File: config.mk
export PLATFORM = sky130hd
export DESIGN_NAME = xmodem_1k_crc_sender_core
export DESIGN_NICKNAME = d
export VERILOG_FILES = /design/src/design/xks_pkg.sv /design/src/design/xks_crc.sv /design/src/design/xks_div.sv /design/src/design/xmodem_1k_crc_sender_core.sv
export SDC_FILE = /design/constraint.sdc
export NUM_CORES = 1
export LEC_CHECK = 0
export ABC_CLOCK_PERIOD_IN_PS = 6410
export BUFFER_PORTS_ARGS = -buffer_cell sky130_fd_sc_hd__buf_4
export CORE_UTILIZATION = 25
export CTS_CLUSTER_DIAMETER = 150
export DETAILED_ROUTE_END_ITERATION = 10
export PLACE_DENSITY_LB_ADDON = 0.1
export SYNTH_ARGS = -nofsm -noshare
export SYNTH_HDL_FRONTEND = slang
export SYNTH_SLANG_ARGS = --single-unit
File: constraint.sdc
create_clock -name clk -period 6.41 [get_ports clk]
set_input_delay 0.3205 -clock clk [delete_from_list [all_inputs] [get_ports clk]]
set_output_delay 0.3205 -clock clk [all_outputs]
set_load 0.03 [all_outputs]
File: src/design/xks_pkg.sv
// Shared types, codes and constants of the XMODEM-1K CRC sender.
package xks_pkg;

  // Input item kinds (carried on tuser)
  localparam logic [1:0] FUNC_REPLY = 2'd0;
  localparam logic [1:0] FUNC_DATA  = 2'd1;
  localparam logic [1:0] FUNC_END   = 2'd2;

  // Result actions
  localparam logic [2:0] ACT_NONE     = 3'd0;
  localparam logic [2:0] ACT_PACKET   = 3'd1;
  localparam logic [2:0] ACT_EOT      = 3'd2;
  localparam logic [2:0] ACT_COMPLETE = 3'd3;
  localparam logic [2:0] ACT_ABORT    = 3'd4;
  localparam logic [2:0] ACT_RETRY    = 3'd5;
  localparam logic [2:0] ACT_READ_ERR = 3'd6;

  // Protocol characters
  localparam logic [7:0] CH_START = 8'h43;
  localparam logic [7:0] CH_ACK   = 8'h06;
  localparam logic [7:0] CH_NAK   = 8'h15;
  localparam logic [7:0] CH_CAN   = 8'h18;
  localparam logic [7:0] CH_ETX   = 8'h03;
  localparam logic [7:0] CH_PAD   = 8'h1A;
  localparam logic [7:0] CH_STX   = 8'h02;
  localparam logic [7:0] CH_EOT   = 8'h04;
  localparam logic [7:0] CODE_NONE = 8'hFF;

  localparam logic [15:0] CRC_POLY = 16'h1021;

  // Progress scaling
  localparam logic [6:0] PROGRESS_FULL = 7'd98;
  localparam logic [6:0] PROGRESS_DONE = 7'd99;

  // Register indexes
  localparam logic REG_FILE_BYTES = 1'b0;
  localparam logic REG_NAK_LIMIT  = 1'b1;

  localparam int COUNT_W = 11;
  localparam logic [COUNT_W-1:0] COUNT_MAX = '1;
  localparam logic [4:0] NAK_MAX = '1;

  // One result item
  typedef struct packed {
    logic [2:0]  action;
    logic [7:0]  header;
    logic [7:0]  number;
    logic [7:0]  number_inv;
    logic [15:0] crc;
    logic [6:0]  progress;
  } result_t;

  // Divider status toward the sequencer
  typedef struct packed {
    logic       done;
    logic [6:0] quotient;
  } div_result_t;

endpackage

File: src/design/xks_crc.sv
// CRC-16 (poly 0x1021) byte step, shared by data bytes and pad bytes.
module xks_crc (
  input  logic [15:0] crc_in,
  input  logic [7:0]  data_in,
  output logic [15:0] crc_out
);
  import xks_pkg::*;

  // Eight bit steps, MSB first
  always_comb begin
    logic [15:0] c;
    c = crc_in ^ {data_in, 8'h00};
    for (int i = 0; i < 8; i++) begin
      if (c[15]) begin
        c = {c[14:0], 1'b0} ^ CRC_POLY;
      end else begin
        c = {c[14:0], 1'b0};
      end
    end
    crc_out = c;
  end

endmodule

File: src/design/xks_div.sv
// Progress divider: position*98/size, one quotient bit per cycle.
module xks_div (
  input  logic                     clk,
  input  logic                     rst,
  input  logic                     start,
  input  logic [31:0]              position,
  input  logic [31:0]              total,
  output xks_pkg::div_result_t     result
);
  import xks_pkg::*;

  logic [31:0] rem;
  logic [31:0] divisor;
  logic [6:0]  low;
  logic [6:0]  quo;
  logic [2:0]  cnt;
  logic        running;
  logic        done;
  logic [38:0] prod;
  logic        sat;
  logic [32:0] trial;
  logic [32:0] diff;
  logic        fits;

  // Scaled dividend; a quotient of 98 or more, or a zero size, saturates right away
  assign prod  = 39'(position) * 39'(PROGRESS_FULL);
  assign sat   = (total == 32'd0) || (position >= total);
  assign trial = {rem, low[6]};
  assign diff  = trial - {1'b0, divisor};
  assign fits  = trial >= {1'b0, divisor};

  // Control: seven steps, done pulses once the last quotient bit is in
  always_ff @(posedge clk) begin
    if (rst) begin
      running <= 1'b0;
      done    <= 1'b0;
      cnt     <= '0;
    end else begin
      if (start) begin
        running <= !sat;
        done    <= sat;
        cnt     <= 3'd7;
      end else if (running) begin
        cnt     <= cnt - 3'd1;
        running <= (cnt != 3'd1);
        done    <= (cnt == 3'd1);
      end else begin
        done <= 1'b0;
      end
    end
  end

  // Datapath: restoring division, dividend high part below the divisor
  always_ff @(posedge clk) begin
    if (start) begin
      rem     <= prod[38:7];
      low     <= prod[6:0];
      divisor <= total;
      quo     <= PROGRESS_FULL;
    end else if (running) begin
      rem <= fits ? diff[31:0] : trial[31:0];
      low <= {low[5:0], 1'b0};
      quo <= {quo[5:0], fits};
    end
  end

  assign result.done     = done;
  assign result.quotient = quo;

endmodule

File: src/design/xmodem_1k_crc_sender_core.sv
// XMODEM-1K CRC sender: packet field generator and reply sequencer.
//
// Channel | Dir | Handshake          | Content
// s_*     | in  | s_tvalid/s_tready  | reply byte, data byte or chunk end
// m_*     | out | m_tvalid/m_tready  | action and packet header fields
// cfg_*   | in  | cfg_valid/cfg_ready| register index and write data
//
// Data bytes and reply bytes not marked last leave the sequencer idle.
// A reply marked last is decided and stored in res, then loaded into the
// output register from the emit state. Chunk end waits in the divide state
// for the bit-serial progress divider, which skips its division steps when
// the position reaches the file size or the size is zero. A data packet that
// needs padding runs the shared CRC unit over the pad bytes up to the block end.
// Reset is synchronous; the output register frees the input side, so only
// a second reply waits on a stalled result.
module xmodem_1k_crc_sender_core #(
  parameter int BLOCK_BYTES = 1024
) (
  input  logic        clk,
  input  logic        rst,
  input  logic        s_tvalid,
  output logic        s_tready,
  input  logic [47:0] s_tdata,   // byte_value[7:0], read_error[8], file_position[40:9]
  input  logic [1:0]  s_tuser,   // func[1:0]
  input  logic        s_tlast,   // reply_last
  output logic        m_tvalid,
  input  logic        m_tready,
  output logic [55:0] m_tdata,   // action[2:0], header_byte[10:3], packet_number[18:11],
                                 // packet_number_inverse[26:19], block_crc[42:27],
                                 // progress_percent[49:43]
  input  logic        cfg_valid,
  output logic        cfg_ready,
  input  logic        cfg_index,
  input  logic [31:0] cfg_data
);
  import xks_pkg::*;

  localparam logic [COUNT_W-1:0] BLOCK_LEN  = COUNT_W'(BLOCK_BYTES);
  localparam logic [COUNT_W-1:0] BLOCK_LAST = COUNT_W'(BLOCK_BYTES - 1);

  localparam logic [1:0] ST_IDLE = 2'd0;
  localparam logic [1:0] ST_DIV  = 2'd1;
  localparam logic [1:0] ST_PAD  = 2'd2;
  localparam logic [1:0] ST_EMIT = 2'd3;

  logic [1:0]         state;
  logic [31:0]        total_file_bytes;
  logic [3:0]         nak_retry_limit;
  logic               session_open;
  logic [7:0]         sequence_count;
  logic [4:0]         nak_count;
  logic [7:0]         reply_code;
  logic [15:0]        crc_accumulator;
  logic [COUNT_W-1:0] chunk_byte_count;
  logic               chunk_error;
  logic [6:0]         progress_value;
  logic [6:0]         staged_progress;
  result_t            res;
  result_t            res_dec;

  logic [1:0]  func;
  logic [7:0]  byte_value;
  logic        accept;
  logic [7:0]  code;
  logic        issue;
  logic [7:0]  seq_new;
  logic [6:0]  prog_base;
  logic        chunk_bad;
  logic        pad_needed;
  logic        out_load;
  logic        div_start;
  logic [15:0] crc_out;
  logic [7:0]  crc_byte;
  div_result_t div_res;

  assign func       = s_tuser;
  assign byte_value = s_tdata[7:0];
  assign s_tready   = (state == ST_IDLE);
  assign cfg_ready  = 1'b1;
  assign accept     = s_tvalid && s_tready;
  assign div_start  = accept && (func == FUNC_END);
  assign out_load   = (state == ST_EMIT) && (!m_tvalid || m_tready);

  // Reply decision terms
  assign code       = (byte_value != 8'd0) ? byte_value : reply_code;
  assign issue      = session_open ? (code == CH_ACK && progress_value != PROGRESS_DONE)
                                   : (code == CH_START);
  assign seq_new    = (session_open ? sequence_count : 8'd0) + 8'd1;
  assign prog_base  = session_open ? progress_value : 7'd0;
  assign chunk_bad  = chunk_error || (chunk_byte_count > BLOCK_LEN);
  assign pad_needed = issue && !chunk_bad && (chunk_byte_count != '0) &&
                      (chunk_byte_count != BLOCK_LEN);

  // Result fields of a decided reply
  always_comb begin
    res_dec          = '0;
    res_dec.progress = progress_value;
    if (issue) begin
      if (chunk_bad) begin
        res_dec.action   = ACT_READ_ERR;
        res_dec.progress = prog_base;
      end else if (chunk_byte_count == '0) begin
        res_dec.action     = ACT_EOT;
        res_dec.header     = CH_EOT;
        res_dec.number     = seq_new;
        res_dec.number_inv = ~seq_new;
        res_dec.progress   = PROGRESS_DONE;
      end else begin
        res_dec.action     = ACT_PACKET;
        res_dec.header     = CH_STX;
        res_dec.number     = seq_new;
        res_dec.number_inv = ~seq_new;
        res_dec.crc        = crc_accumulator;  // final only for a full block
        res_dec.progress   = staged_progress;
      end
    end else if (session_open) begin
      case (code)
        CH_ETX, CH_CAN: res_dec.action = ACT_ABORT;
        CH_ACK:         res_dec.action = ACT_COMPLETE;  // only after EOT
        CH_NAK: begin
          if (nak_count > {1'b0, nak_retry_limit}) res_dec.action = ACT_RETRY;
        end
        default: ;
      endcase
    end
  end

  // Shared CRC byte unit
  assign crc_byte = (state == ST_PAD) ? CH_PAD : byte_value;

  xks_crc u_crc (
    .crc_in  (crc_accumulator),
    .data_in (crc_byte),
    .crc_out (crc_out)
  );

  xks_div u_div (
    .clk      (clk),
    .rst      (rst),
    .start    (div_start),
    .position (s_tdata[40:9]),
    .total    (total_file_bytes),
    .result   (div_res)
  );

  // Sequencer and session state
  always_ff @(posedge clk) begin
    if (rst) begin
      state            <= ST_IDLE;
      total_file_bytes <= 32'd1;
      nak_retry_limit  <= 4'd10;
      session_open     <= 1'b0;
      sequence_count   <= '0;
      nak_count        <= '0;
      reply_code       <= CODE_NONE;
      crc_accumulator  <= '0;
      chunk_byte_count <= '0;
      chunk_error      <= 1'b0;
      progress_value   <= '0;
      staged_progress  <= '0;
      m_tvalid         <= 1'b0;
    end else begin
      if (cfg_valid) begin
        unique case (cfg_index)
          REG_FILE_BYTES: total_file_bytes <= cfg_data;
          REG_NAK_LIMIT:  nak_retry_limit  <= cfg_data[3:0];
          default: ;
        endcase
      end

      if (out_load) begin
        m_tvalid <= 1'b1;
      end else if (m_tready) begin
        m_tvalid <= 1'b0;
      end

      unique case (state)
        ST_IDLE: begin
          if (s_tvalid) begin
            case (func)
              FUNC_DATA: begin
                if (chunk_byte_count < BLOCK_LEN) crc_accumulator <= crc_out;
                if (chunk_byte_count != COUNT_MAX)
                  chunk_byte_count <= chunk_byte_count + COUNT_W'(1);
              end
              FUNC_END: begin
                if (s_tdata[8]) chunk_error <= 1'b1;
                state <= ST_DIV;
              end
              FUNC_REPLY: begin
                if (!s_tlast) begin
                  if (byte_value != 8'd0) reply_code <= byte_value;
                end else begin
                  reply_code <= CODE_NONE;
                  res        <= res_dec;
                  state      <= pad_needed ? ST_PAD : ST_EMIT;
                  if (issue) begin
                    // Next packet, EOT or read error
                    nak_count      <= '0;
                    sequence_count <= seq_new;
                    session_open   <= !chunk_bad;
                    if (chunk_bad) begin
                      crc_accumulator  <= '0;
                      chunk_byte_count <= '0;
                      chunk_error      <= 1'b0;
                      progress_value   <= prog_base;
                    end else if (chunk_byte_count == '0) begin
                      crc_accumulator  <= '0;
                      chunk_error      <= 1'b0;
                      progress_value   <= PROGRESS_DONE;
                    end else begin
                      progress_value   <= staged_progress;
                      if (chunk_byte_count == BLOCK_LEN) begin
                        crc_accumulator  <= '0;
                        chunk_byte_count <= '0;
                        chunk_error      <= 1'b0;
                      end
                    end
                  end else if (session_open) begin
                    case (code)
                      CH_ETX, CH_CAN: begin
                        session_open <= 1'b0;
                      end
                      CH_ACK: begin
                        // Only reached after EOT was sent
                        nak_count    <= '0;
                        session_open <= 1'b0;
                      end
                      CH_NAK: begin
                        if (nak_count != NAK_MAX) nak_count <= nak_count + 5'd1;
                        if (nak_count > {1'b0, nak_retry_limit}) session_open <= 1'b0;
                      end
                      default: ;
                    endcase
                  end
                end
              end
              default: ;
            endcase
          end
        end
        ST_DIV: begin
          if (div_res.done) begin
            staged_progress <= div_res.quotient;
            state           <= ST_IDLE;
          end
        end
        ST_PAD: begin
          if (chunk_byte_count == BLOCK_LAST) begin
            res.crc          <= crc_out;
            crc_accumulator  <= '0;
            chunk_byte_count <= '0;
            chunk_error      <= 1'b0;
            state            <= ST_EMIT;
          end else begin
            crc_accumulator  <= crc_out;
            chunk_byte_count <= chunk_byte_count + COUNT_W'(1);
          end
        end
        ST_EMIT: begin
          if (out_load) state <= ST_IDLE;
        end
        default: state <= ST_IDLE;
      endcase
    end
  end

  // Output register
  always_ff @(posedge clk) begin
    if (out_load) begin
      m_tdata <= {6'd0, res.progress, res.crc, res.number_inv, res.number,
                  res.header, res.action};
    end
  end

  // Padding never starts at or past the block end
  a_pad_range: assert property (@(posedge clk) disable iff (rst)
    state == ST_PAD |-> chunk_byte_count < BLOCK_LEN)
    else $error("pad count out of range");

  // Divider completion returns the sequencer to idle with a bounded quotient
  a_div_done: assert property (@(posedge clk) disable iff (rst)
    state == ST_DIV && div_res.done |=> state == ST_IDLE && staged_progress <= PROGRESS_FULL)
    else $error("divider completion mishandled");

  // Packet and EOT results carry a complemented number
  a_num_inv: assert property (@(posedge clk) disable iff (rst)
    m_tvalid && (m_tdata[2:0] == ACT_PACKET || m_tdata[2:0] == ACT_EOT)
      |-> m_tdata[26:19] == ~m_tdata[18:11])
    else $error("packet number complement mismatch");

  // Reported progress never exceeds the done mark
  a_progress: assert property (@(posedge clk) disable iff (rst)
    m_tvalid |-> m_tdata[49:43] <= PROGRESS_DONE)
    else $error("progress out of range");

endmodule
# --- Word level (Yosys, flattened, before mapping) ---
# Index checks and enable logic that the tools add are counted.
totals:
  inputBits: 89
  out_inout_bits: 59
  register_bits: 285
op_classes:
  add_sub_neg: 5
  n_eq_ne: 35
  n_lt_le_gt_ge: 5
  bitwise: 13
  reduce_logical: 40
  n_mux: 89
  mul: 1
op_table:
  columns: ["cell", "count"]
  rows:
  - ["two-way mux 16 bit", 11]
  - ["two-way mux 13 bit", 8]
  - ["two-way mux 32 bit", 3]
  - ["one-hot mux 16 bit (2 select lines)", 3]
  - ["two-way mux 23 bit", 4]
  - ["two-way mux 11 bit", 8]
  - ["one-hot mux 11 bit (2 select lines)", 2]
  - ["multiplier 32 x 6 -> 38 bit (second input constant)", 1]
  - ["two-way mux 7 bit", 5]
  - [">= comparator 33 x 32 -> 1 bit", 1]
  - [">= comparator 32 bit", 1]
  - ["zero test 32 bit", 1]
  - ["two-way mux 8 bit", 4]
  - ["subtractor 32 bit", 1]
  - ["two-way mux 26 bit", 1]
  - ["NOT 3 bit", 8]
  - ["inequality test 11 bit (second input constant)", 2]
  - ["two-way mux 1 bit", 19]
  - ["two-way mux 3 bit", 6]
  - ["inequality test 3 bit (second input constant)", 6]
  - ["== test 8 x 5 -> 1 bit (second input constant)", 2]
  - ["AND reduction 8 bit", 2]
  - ["XOR 16 bit", 1]
  - ["two-way mux 5 bit", 3]
  - ["46 further kinds", 85]

# --- Logic depth before layout (Yosys ltp) ---
# Gate-level depths: netlist (run 1).
depth:
  ltp_word: 23
  ltp_mapped: 14
  depth_no_buf: 14

# --- By module ---
# From an unflattened synthesis (run 1), not the netlist that was laid out.
hier_totals:
  hier_cells: 1810
  hier_area_um2: 17839.6
by_module_without_submodules:
  columns: ["mod", "instances", "area_each_um2", "cells_each"]
  rows:
  - ["xks_div", 1, 9202.6, 955]
  - ["xmodem_1k_crc_sender_core", 1, 8241.7, 830]
  - ["xks_crc", 1, 395.4, 25]

# --- Worst setup path before layout (run 1) ---
# Ideal clock, no wire load.
synth_timing:
  path_type: "register to register"
  from: "reg chunk_byte_count[1]"
  to: "reg res[10] in the netlist's numbering, enable pin"
  arrival_ps: 3988
  required_ps: 5932
  path_buffers: 0
  setup_ps: 478
  path_slack_ps: 1944
  stages_incl_launch_ff: 7
  cell_sequence: "dfxtp_1 > ha_1 > nand3_1 > nor4_1 > nor2b_1 > nor2_1 > a2111oi_0"
synth_between:
  elab_chain_len: 3
synth_lines:
  columns: ["element", "line_no", "text"]
  rows:
  - ["start, declared", "xmodem_1k_crc_sender_core.sv:54", "logic [COUNT_W-1:0] chunk_byte_count;"]
  - ["start signal, assigned", "xmodem_1k_crc_sender_core.sv:184", "chunk_byte_count <= chunk_byte_count + COUNT_W'(1);"]
  - ["start signal, assigned", "xmodem_1k_crc_sender_core.sv:257", "chunk_byte_count <= chunk_byte_count + COUNT_W'(1);"]
  - ["== test 11 x 10 -> 1 bit", "xmodem_1k_crc_sender_core.sv:249", "if (chunk_byte_count == BLOCK_LAST) begin"]
  - ["inequality test 2 x 1 -> 1 bit (no source line)", null, null]
  - ["AND reduction 6 bit (no source line)", null, null]
  - ["end signal, assigned", "xmodem_1k_crc_sender_core.sv:195", "res <= res_dec;"]
  - ["end, declared", "xmodem_1k_crc_sender_core.sv:58", "result_t res;"]
# Every way passes these cells.
# A chain may end at the register's enable or synchronous reset.

# --- Worst setup path in the final report (run 1) ---
layout_timing:
  from: "in s_tdata[25]"
  to: "reg u_div.rem[31], data pin"
layout_between:
  elab_chain_len: 2
layout_lines:
  columns: ["element", "line_no", "text"]
  rows:
  - ["start, declared", "xmodem_1k_crc_sender_core.sv:23", "input logic [47:0] s_tdata,"]
  - ["multiplier 32 x 6 -> 38 bit", "xks_div.sv:26", "assign prod = 39'(position) * 39'(PROGRESS_FULL);"]
  - ["two-way mux 32 bit", "xks_div.sv:55", "if (start) begin"]
  - ["end signal, assigned", "xks_div.sv:56", "rem <= prod[38:7];"]
  - ["end signal, assigned", "xks_div.sv:61", "rem <= fits ? diff[31:0] : trial[31:0];"]
  - ["end, declared", "xks_div.sv:12", "logic [31:0] rem;"]
# Every way passes these cells.

==> results by group, run 1 <==
Yosys
  • #FFs+latches synth: around 270
  • Post-synth top area share: between 20% and 30%
  • EDFF count, synth: 158
  • Yosys warns: 0
  • Top post-synthesis cells by area: edfxtp_1, dfxtp_1, ha_1
  • Asr flop ratio synth: 0%
  • Post-Syn Area: ~17000 um2
  • Seq/Total Area, Yosys: between 40% and 50%
  • Post-Syn Instances: between 1500 and 2000
  • Top_reg_cell synth: edfxtp_1
  • Syn avg cell area: roughly 9.5 um2
  • Synth top cells by count: nand2_1, ha_1, a21oi_1
  • Most numerous cell in the Yosys netlist: nand2_1
  • Yosys top cell by area: edfxtp_1
  • Yosys cell types: 76

CTS
  • CTS tree: yes
  • Root Driver: clkbuf_16
  • Clk sink count: 273
  • Clk_lat worst skew: 560 ps
  • CTS max path bufs: 3
  • Clock buffer count from CTS: 35
  • Hold_buf cts: 4
  • Post-CTS Resized: 0
  • H-tree Lvls: 2
  • Postcts setup bufs: 0
  • Worst-path clk slew: approximately 50 ps

Worst setup path
  • Worst Path Max Fanout: 8
  • CP arrival: 4940 ps
  • Critical-path cell list: buf_4 > ha_1 > fa_1 > ha_1 > ha_1 > and4_1 > and4_1 > nor4b_1 > o311ai_0 > a211oi_1 > o221ai_1 > xor2_1 > a22oi_1
  • Buf/Inv on CP: 1
  • Worst setup EP type: register
  • Max stage delay on crit path: just over 900 ps
  • Cell family with most CP delay: adder cells
  • WS Path Type: input port to register
  • Crit path top cell by count: ha_1
  • Critical path's slowest cell: nor4b_1
  • Startpoint Class: input port
  • Critical Path RT: about 6700 ps

Place
  • DP Wirelength: roughly 39000 um
  • RD Place Congestion: ~0.80
  • Port bufs: around 130
  • Dpl cell area: about 19000 um2

Timing
  • Fin crit share: 73.0%
  • Max-slew headroom: 24.1%
  • Setup violations, final: 0
  • Pins over their slew limit: 0
  • Worst-margin pin slew: 1120 ps
  • Setup TNS: 0 ps
  • Final hold vios: 0
  • F_max: 214 MHz
  • RSZ-0062 raised after global routing: false
  • Clock Skews: roughly 27 ps
  • Post-layout min period: about 4700 ps

Floorplan
  • Num rows: 95
  • Core box area: just under 70000 um2
  • Die ar.: 69200 um2
  • Initial Utilization: 25.3%
  • Die Wd: 263 um
  • Chip Height: between 200 and 300 um
  • Num ports: ~150

Cells and area
  • Final Instance Area: approximately 20000 um2
  • Area grow syn2layout: 17.5%
  • Register area: about 7000 um2
  • Share of cells above drive strength 1: roughly 11%
  • Filler Cell Count: ~7100
  • NumNets Final: 2204
  • Antenna cells: 0
  • Multi-input gate area: 9310 um2

Global routing
  • Largest net degree at the start of global routing: 85
  • First-pass GRT wire length: around 80000 um
  • Initial antenna violation count: 1
  • Aggregate global routing overflow: 0
  • Vias in the first global route: about 14000
  • Gr usage total: 14.9%

Route
  • Remaining DRCs: 0
  • Initial drt markers: a little under 700
  • Drt pass-1 iters: 5
  • Vias: 13438
  • Antenna Nets Post-Route: 0
  • DRT Wirelength: about 52000 um
  • DR vias/cell: about 4.8
  • Routed length per placed instance: between 15 and 20 um

Power
  • Total power divided by cell area: 262 nW/um2
  • Total power: around 5.3 mW
  • Max VDD drop: 0.160 mV
  • Pleak: slightly below 8 nW

Hold path
  • Min-Delay Path Class: input port to register

Run
  • Max_cap viols: 0

Status
  • Status: finished clean
cells by family (layout without fill, tap and decap cells):
group / after synthesis / in the layout / share of synthesized area [%]
AND/OR/NAND/NOR: 569 / 569 / 15.7
AO/OA/AOI/OAI: 455 / 455 / 16.5
flip-flops: 273 / 273 / 41.4
adder cells (fa/ha/maj): 203 / 203 / 16.1
buffers and inverters: 187 / 310 / 4.48
XOR/XNOR: 90 / 90 / 4.63
multiplexers: 20 / 20 / 1.18
other: 2 / 13 / 0.0441
per-stage QoR:
| step | hold WS [ps] | std cells | setup WS, ps | utilization [%] |
|---|---|---|---|---|
| after floorplan | 400 | 1810 | 1940 | - |
| after global placement | 407 | 2744 | 1310 | 28.1 |
| after detailed placement | 405 | 2744 | 1310 | 28.1 |
| after CTS | 2.72 | 2806 | 1870 | 29.8 |
| after global routing | 5.74 | 2806 | 1510 | 29.8 |
| final | 31.3 | 2806 | 1730 | 29.8 |
power by group:
part           total (mW)  internal (mW)  leakage (nW)  switching [mW]
combinational        1.35          0.553          5.04           0.802
sequential           2.00           1.94          2.35          0.0637
clock                1.89           1.11         0.521           0.785
total                5.25           3.60          7.91            1.65
sequential cells by signal (all words and copies together), names as in the netlist, 8 cells and up:
signal,cells
u_div.divisor,32
reply_code,8
total_file_bytes,32
m_tdata,44
u_div.rem,32
sequence_count,8
crc_accumulator,16
res,44
chunk_byte_count,11
tightest hold or removal path, stage by stage:
cell and delay [ps]:
buf_4 110, nand2_1 40, a21oi_1 50
final cells by class:
class | count | share of cell area (%)
clock buffers | 46 | 4.68
clock inverters | 12 | 0.619
inverters | 104 | 1.95
multi-input cells | 1350 | 46.5
flip-flops and latches | 273 | 35.2
well taps | 873 | 5.45
repair buffers | 148 | 5.60
per-layer routing:
metal | track usage (%) | routed length (um)
met1 | 21.2 | 25800
met2 | 23.6 | 23000
met3 | 2.22 | 1860
met4 | 3.79 | 1090
met5 | 0 | 0
worst paths after layout:
kind / start / endpoint / slack (ps) / cells after the start
hold / removal: cfg_data[20] / total_file_bytes[20] / 30 / 3
hold reg to reg: res[47] / m_tdata[0] / 410 / 0
setup / recovery: s_tdata[25] / u_div.rem[31] / 1730 / 13
setup reg to reg: total_file_bytes[5] / u_div.done / 2540 / 10
cell usage in the layout (no fill, tap or decap), drive strengths merged, types with 18 or more instances in the layout:
| cell type | count |
|---|---|
| a211oi | 21 |
| a21o | 37 |
| a21oi | 170 |
| a31oi | 21 |
| buf | 144 |
| clkbuf | 46 |
| dfxtp | 115 |
| edfxtp | 158 |
| fa | 28 |
| ha | 175 |
| inv | 106 |
| mux2i | 20 |
| nand2 | 223 |
| nand2b | 22 |
| nand3 | 41 |
| nand4 | 23 |
| nor2 | 140 |
| nor3 | 21 |
| nor4 | 18 |
| o21ai | 99 |
| xnor2 | 46 |
| xor2 | 44 |
Power figures use the tool's default switching activity.
==> run 2, diff against run 1 <==
--- a/config.mk
+++ b/config.mk
@@ -5,7 +5,7 @@
 export SDC_FILE = /design/constraint.sdc
 export NUM_CORES = 1
 export LEC_CHECK = 0
-export ABC_CLOCK_PERIOD_IN_PS = 6410
+export ABC_CLOCK_PERIOD_IN_PS = 3900
 export BUFFER_PORTS_ARGS = -buffer_cell sky130_fd_sc_hd__buf_4
 export CORE_UTILIZATION = 25
 export CTS_CLUSTER_DIAMETER = 150
==> constraint.sdc (replaced) <==
create_clock -name clk -period 3.9 [get_ports clk]
set_input_delay 0.195 -clock clk [delete_from_list [all_inputs] [get_ports clk]]
set_output_delay 0.195 -clock clk [all_outputs]
set_load 0.03 [all_outputs]
==> run 2 against run 1 <==
- first-iteration DRC count rose by 2.9%
- combinational power rose by 89%
- hold slack gained 32 ps
- non-clock buffer count increased by 144
- clock skew decreased by 1.6 ps
- cell count is 5.3% higher
- via count grew 4.7%
==> results by group, run 2 (synthesis results as in run 1) <==
Cells and area
  • Share of cells above drive strength 1: 15.7% (was 11.2%)
  • Largest registers: m_tdata: 44 flops, res: 44 flops (unchanged)
  • Most frequent cells in the layout: buf_4, nand2_1, ha_1, a21oi_1, edfxtp_1 (was nand2_1, ha_1, a21oi_1, edfxtp_1, buf_4)
  • Final Instance Area: 21300 um2 (was 20000 um2)
  • Non-Filler Instances: 2954 (was 2806)
  • Most common cell after layout, fill and taps aside: buf_4 (was nand2_1)
  • Area grow syn2layout: 25.1% (was 17.5%)
  • Filler Cell Count: 7058 (was 7111)
  • NumNets Final: 2348 (was 2204)

Global routing
  • Initial antenna violation count: 2 (was 1)
  • Aggregate global routing overflow: 0 (unchanged)
  • Largest net degree at the start of global routing: 81 (was 85)
  • First-pass GRT wire length: 83800 um (was 81100 um)
  • Gr usage total: 15.5% (was 14.9%)
  • Vias in the first global route: 14091 (was 13649)

Floorplan
  • Chip Height: 263 um (unchanged)
  • Die ar.: 69200 um2 (unchanged)
  • Initial Utilization: 25.3% (unchanged)
  • Num ports: 148 (unchanged)
  • Core box area: 67300 um2 (unchanged)
  • Num rows: 95 (unchanged)
  • Die Wd: 263 um (unchanged)

Route
  • WL met3: 1950 um (was 1860 um)
  • Vias: 14063 (was 13438)
  • Remaining DRCs: 0 (unchanged)
  • Drt pass-1 iters: 5 (unchanged)
  • DR vias/cell: 4.76 (was 4.79)
  • Metal2 WL: 24200 um (was 23000 um)
  • DRT Wirelength: 53800 um (was 51700 um)
  • WL met1: 26700 um (was 25800 um)
  • Routed length per placed instance: 18.2 um (was 18.4 um)
  • Highest metal used: met4 (unchanged)
  • Initial drt markers: 702 (was 682)
  • Antenna Nets Post-Route: 0 (unchanged)

Worst setup path
  • Startpoint Class: input port (unchanged)
  • CP arrival: 3930 ps (was 4940 ps)
  • Critical Path RT: 4170 ps (was 6670 ps)
  • Critical-path cell list: buf_4 > ha_1 > fa_1 > ha_1 > ha_1 > fa_1 > a21oi_1 > o21ai_1 > a211oi_2 > o21ai_1 > a31oi_1 > buf_4 > o211ai_1 > a41oi_1 > xor2_1 > a22oi_1 (was buf_4 > ha_1 > fa_1 > ha_1 > ha_1 > and4_1 > and4_1 > nor4b_1 > o311ai_0 > a211oi_1 > o221ai_1 > xor2_1 > a22oi_1)
  • Worst Path Max Fanout: 3 (was 8)
  • Worst setup EP type: register (unchanged)
  • Worst reg2reg setup slack: 390 ps (was 2540 ps)
  • Max stage delay on crit path: 460 ps (was 920 ps)
  • Crit path top cell by count: ha_1 (unchanged)
  • WS Path Type: input port to register (unchanged)
  • Critical path's slowest cell: fa_1 (was nor4b_1)

CTS
  • Root Driver: clkbuf_16 (unchanged)
  • Clk_lat worst skew: 550 ps (was 560 ps)
  • Worst-path clk slew: 50 ps (about the same)
  • Postcts setup bufs: 0 (unchanged)
  • CTS max path bufs: 3 (unchanged)
  • CTS tree: yes (unchanged)
  • Clock buffer count from CTS: 35 (unchanged)
  • H-tree Lvls: 2 (unchanged)
  • Clk sink count: 273 (unchanged)

Timing
  • Setup violations, final: 0 (unchanged)
  • Pins over their slew limit: 0 (unchanged)
  • Setup TNS: 0 ps (unchanged)
  • Clock Skews: 25.4 ps (was 27.0 ps)
  • Fin crit share: between 90 and 100%
  • Final hold vios: 0 (unchanged)
  • F_max: approximately 270 MHz
  • Max-slew headroom: 38.3% (was 24.1%)
  • Post-layout min period: roughly 3700 ps
  • Worst-margin pin slew: 925 ps (was 1120 ps)
  • RSZ-0062 raised after global routing: false (unchanged)

Place
  • Dpl cell area: 19700 um2 (was 18900 um2)
  • RD Place Congestion: 0.830 (was 0.799)
  • DP Wirelength: 41400 um (was 38700 um)
  • Port bufs: 127 (unchanged)
  • Dpl cells: 2850 (was 2744)

Power
  • Total power divided by cell area: 428 nW/um2 (was 262 nW/um2)
  • Clock share of power: 35.9% (was 36.1%)
  • Max VDD drop: 0.245 mV (was 0.160 mV)
  • Net Switching: 2.79 mW (was 1.65 mW)
  • Combinational Power Share: 28.0% (was 25.8%)
  • Pleak: 8.62 nW (was 7.91 nW)
  • Sequential fraction of design power: 36.1% (was 38.1%)
  • Sw Ratio: 30.6% (was 31.4%)
  • Cell-internal power: 6.32 mW (was 3.60 mW)
  • Total power: 9.12 mW (was 5.25 mW)

Hold path
  • Min-Delay Path Class: input port to register (unchanged)

Status
  • Status: finished clean (unchanged)

Run
  • Max_cap viols: 0 (unchanged)
-- run 2: cell types whose count changed in the layout (fill, tap and decap cells not counted), moves of 2 or more --
cell / previous run / this run
dlygate4sd3_1: 4 / 42
o21ai_1: 1 / 3
buf_4: 144 / 247
o21ai_0: 98 / 96
buf_12: 0 / 3
bufinv_16: 2 / 4
-- run 2: path summary, 6_finish.rpt --
kind,start,end,cells after the start
worst max-delay path,s_tdata[10],u_div.rem[30],16
worst min register to register,res[29],m_tdata[25],0
worst min-delay path,s_tdata[10],u_div.low[2],4
worst max register to register,u_div.divisor[16],u_div.rem[23],11
-- run 2: critical path: cells and delay by family --
family	cells	cell delay, ps
xor+xnor	1	180
compound gates	8	1550
buf+inv	2	280
fa+ha+maj	5	1720
-- run 2: area by class of cell --
class                   instances  area (um2)  area share, %
repair buffers                292        2330           11.0
clock buffers                  48         955           4.48
clock inverters                13         183          0.857
flip-flops and latches        273        7050           33.1
well taps                     873        1090           5.12
inverters                     104         390           1.83
multi-input cells            1350        9320           43.7
diodes                          1        2.50         0.0117
-- run 2: repair_timing --
| action | 4_1_cts | 5_1_grt |
|---|---|---|
| hold endpoints to repair | 39 | 0 |
| resized for setup | 0 | 5 |
| hold buffers | 42 | 0 |
| endpoints found under the setup margin | 0 | 7 |
-- run 2: per-layer routing --
metal,GRT usage (%),up-vias
met3,2.09,59
li1,-,6978
met4,3.37,0
met5,0,-
met2,24.8,253
met1,22.0,6773
-- run 2: per-stage QoR --
step                hold WS, ps  util, %  setup slack [ps]
finish                     63.5     31.7               247
global route               55.6     31.7              6.07
CTS                        39.4     31.7              38.7
detailed placement          405     29.4              -494
global placement            407     29.4              -522
floorplan                   316        -               131
-- run 2: power by group through the flow --
| stage | registers [mW] | clock network (mW) | logic [mW] |
|---|---|---|---|
| 6_report | 3.29 | 3.28 | 2.55 |
| 5_1_grt | 3.31 | 3.50 | 2.88 |
| 4_1_cts | 3.29 | 3.39 | 2.58 |
| 3_5_place_dp | 3.35 | 0 | 2.52 |
| 3_3_place_gp | 3.35 | 0 | 2.54 |
| 2_1_floorplan | 3.31 | 0 | 1.62 |
==> run 3, diff against run 2 <==
--- a/config.mk
+++ b/config.mk
@@ -5,7 +5,7 @@
 export SDC_FILE = /design/constraint.sdc
 export NUM_CORES = 1
 export LEC_CHECK = 0
-export ABC_CLOCK_PERIOD_IN_PS = 3900
+export ABC_CLOCK_PERIOD_IN_PS = 3500
 export BUFFER_PORTS_ARGS = -buffer_cell sky130_fd_sc_hd__buf_4
 export CORE_UTILIZATION = 25
 export CTS_CLUSTER_DIAMETER = 150
==> constraint.sdc (replaced) <==
create_clock -name clk -period 3.5 [get_ports clk]
set_input_delay 0.175 -clock clk [delete_from_list [all_inputs] [get_ports clk]]
set_output_delay 0.175 -clock clk [all_outputs]
set_load 0.03 [all_outputs]
==> run 3 against run 2 <==
- sequential share of layout area down 0.61 points
- clock skew is 0.67 ps lower
- core utilization is 0.60 points higher
- register-to-register slack worse by 190 ps
- via count down 0.49%
- critical path depth is 1 lower
- worst setup slack got worse by 73 ps
- combinational power rose by 19%
- sequential power rose by 11%
- die area unchanged
- critical endpoint unchanged
- largest cell class unchanged
==> results by group, run 3 (synthesis results as in run 1) <==
Cells and area
  • Share of cells above drive strength 1: 18.0% (was 15.7%)
  • Most frequent cells in the layout: buf_4, nand2_1, ha_1, a21oi_1, edfxtp_1 (unchanged)
  • Most common cell after layout, fill and taps aside: buf_4 (unchanged)
  • Antenna cells: 0 (was 1)
  • Non-Filler Instances: 2994 (was 2954)
  • Utilization after layout: 32.3% (was 31.7%)
  • Filler Cell Count: 7022 (was 7058)
  • Largest registers: m_tdata: 44 flops, res: 44 flops (unchanged)
  • Area grow syn2layout: 27.5% (was 25.1%)
  • NumNets Final: 2388 (was 2348)
  • Final Instance Area: 21700 um2 (was 21300 um2)

Hold path
  • Min-Delay Path Class: input port to register (unchanged)
  • Hold depth: 4 (unchanged)

Worst setup path
  • CP arrival: 3590 ps (was 3930 ps)
  • Critical path's slowest cell: fa_1 (unchanged)
  • R2r worst-path depth: 14 (was 11)
  • Max stage delay on crit path: 460 ps (about the same)
  • WS Path Type: input port to register (unchanged)
  • Critical-path cell list: buf_4 > ha_1 > fa_1 > ha_1 > ha_1 > fa_2 > a21oi_2 > o21ai_2 > a211oi_2 > o21ai_2 > a31oi_4 > o211ai_1 > a41oi_1 > xor2_1 > a22oi_1 (was buf_4 > ha_1 > fa_1 > ha_1 > ha_1 > fa_1 > a21oi_1 > o21ai_1 > a211oi_2 > o21ai_1 > a31oi_1 > buf_4 > o211ai_1 > a41oi_1 > xor2_1 > a22oi_1)
  • Critical Path RT: 3770 ps (was 4170 ps)
  • Worst setup EP type: register (unchanged)
  • Startpoint Class: input port (unchanged)
  • Crit path top cell by count: ha_1 (unchanged)
  • Worst Path Max Fanout: 3 (unchanged)

Floorplan
  • Die ar.: 69200 um2 (unchanged)
  • Num rows: 95 (unchanged)
  • Die Wd: 263 um (unchanged)
  • Initial Utilization: 25.3% (unchanged)
  • Core box area: 67300 um2 (unchanged)
  • Chip Height: 263 um (unchanged)
  • Num ports: 148 (unchanged)

Timing
  • Post-layout min period: around 3300 ps
  • F_max: approximately 300 MHz
  • Fin crit share: 95.0%
  • RSZ-0062 raised after global routing: false (unchanged)
  • Final hold vios: 0 (unchanged)
  • Pins over their slew limit: 0 (unchanged)
  • Worst-margin pin slew: 1020 ps (was 925 ps)
  • Setup violations, final: 0 (unchanged)
  • Max-slew headroom: 31.9% (was 38.3%)
  • Worst setup margin: 174 ps (was 247 ps)
  • Clock Skews: 24.8 ps (was 25.4 ps)

Place
  • Dpl cells: 2890 (was 2850)
  • Setup WS pre-CTS: -578 ps (was -494 ps)
  • RD Place Congestion: 0.829 (was 0.830)
  • Port bufs: 127 (unchanged)
  • Dpl cell area: 20100 um2 (was 19700 um2)
  • DP Wirelength: 41800 um (was 41400 um)

CTS
  • CTS max path bufs: 3 (unchanged)
  • Worst-path clk slew: 60 ps (was 50 ps)
  • Clk sink count: 273 (unchanged)
  • CTS tree: yes (unchanged)
  • Clk_lat worst skew: 550 ps (about the same)
  • H-tree Lvls: 2 (unchanged)
  • Clock buffer count from CTS: 35 (unchanged)
  • Root Driver: clkbuf_16 (unchanged)

Global routing
  • Initial antenna violation count: 0 (was 2)
  • First-pass GRT wire length: 84300 um (was 83800 um)
  • Largest net degree at the start of global routing: 58 (was 81)
  • Gr usage total: 15.6% (was 15.5%)
  • Aggregate global routing overflow: 0 (unchanged)
  • Vias in the first global route: 14189 (was 14091)

Power
  • Total power: 10.2 mW (was 9.12 mW)
  • Total power divided by cell area: 468 nW/um2 (was 428 nW/um2)
  • Pleak: 8.83 nW (was 8.62 nW)
  • Max VDD drop: 0.346 mV (was 0.245 mV)

Route
  • Initial drt markers: 676 (was 702)
  • Remaining DRCs: 0 (unchanged)
  • DRT Wirelength: 54100 um (was 53800 um)
  • Antenna Nets Post-Route: 0 (unchanged)
  • Routed length per placed instance: 18.1 um (was 18.2 um)
  • DR vias/cell: 4.67 (was 4.76)
  • Vias: 13994 (was 14063)
  • Drt pass-1 iters: 5 (unchanged)

Run
  • Max_cap viols: 0 (unchanged)

Status
  • Status: finished clean (unchanged)
[run 3: cell type report]
class | count | area [um2] | area share [%]
Clock inverter | 12 | 95.1 | 0.438
Timing Repair Buffer | 332 | 2670 | 12.3
Tap cell | 873 | 1090 | 5.03
Sequential cell | 273 | 7050 | 32.4
Inverter | 104 | 390 | 1.80
Multi-Input combinational cell | 1350 | 9440 | 43.5
Clock buffer | 50 | 983 | 4.53
[run 3: per-layer routing]
metal	routed length [um]	GRT usage [%]	vias up	share of wire (%)
met5	0	0	-	0
met4	878	3.76	0	1.6
met3	1640	1.97	57	3.0
met2	23900	24.3	191	44
met1	27700	22.7	6700	51
li1	-	-	7046	-
[run 3: power breakdown]
| part | switching (mW) | internal [mW] |
|---|---|---|
| combinational | 1.63 | 1.40 |
| sequential | 0.113 | 3.55 |
| clock | 1.44 | 2.03 |
| total | 3.18 | 6.99 |
[run 3: through the flow]
stage	TNS, ps	hold slack, ps
2_1_floorplan	0	296
3_3_place_gp	-6310	405
3_5_place_dp	-6460	405
4_1_cts	0	0.208
5_1_grt	0	26.5
6_report	0	31.3
[run 3: timing repair]
item | 4_1_cts | 5_1_grt
setup endpoints to repair | 1 | 8
resized for setup | 1 | 16
hold endpoints to repair | 40 | 0
pin swaps | 0 | 2
setup buffers | 0 | 0
hold buffers | 42 | 0
[run 3: worst max-delay path, delay by kind of cell]
family	cells	cell delay [ps]
AOI/OAI and AO/OA	8	1450
adders and majority gates	5	1670
buffers and inverters	1	130
xor gates and xnor gates	1	170
[run 3: final timing paths]
kind         slack, ps         start       endpoint
min reg2reg        410       res[37]    m_tdata[17]
max reg2reg        200  u_div.low[6]  u_div.rem[30]
min                 30   s_tdata[10]   u_div.low[2]
max                170   s_tdata[10]  u_div.rem[30]
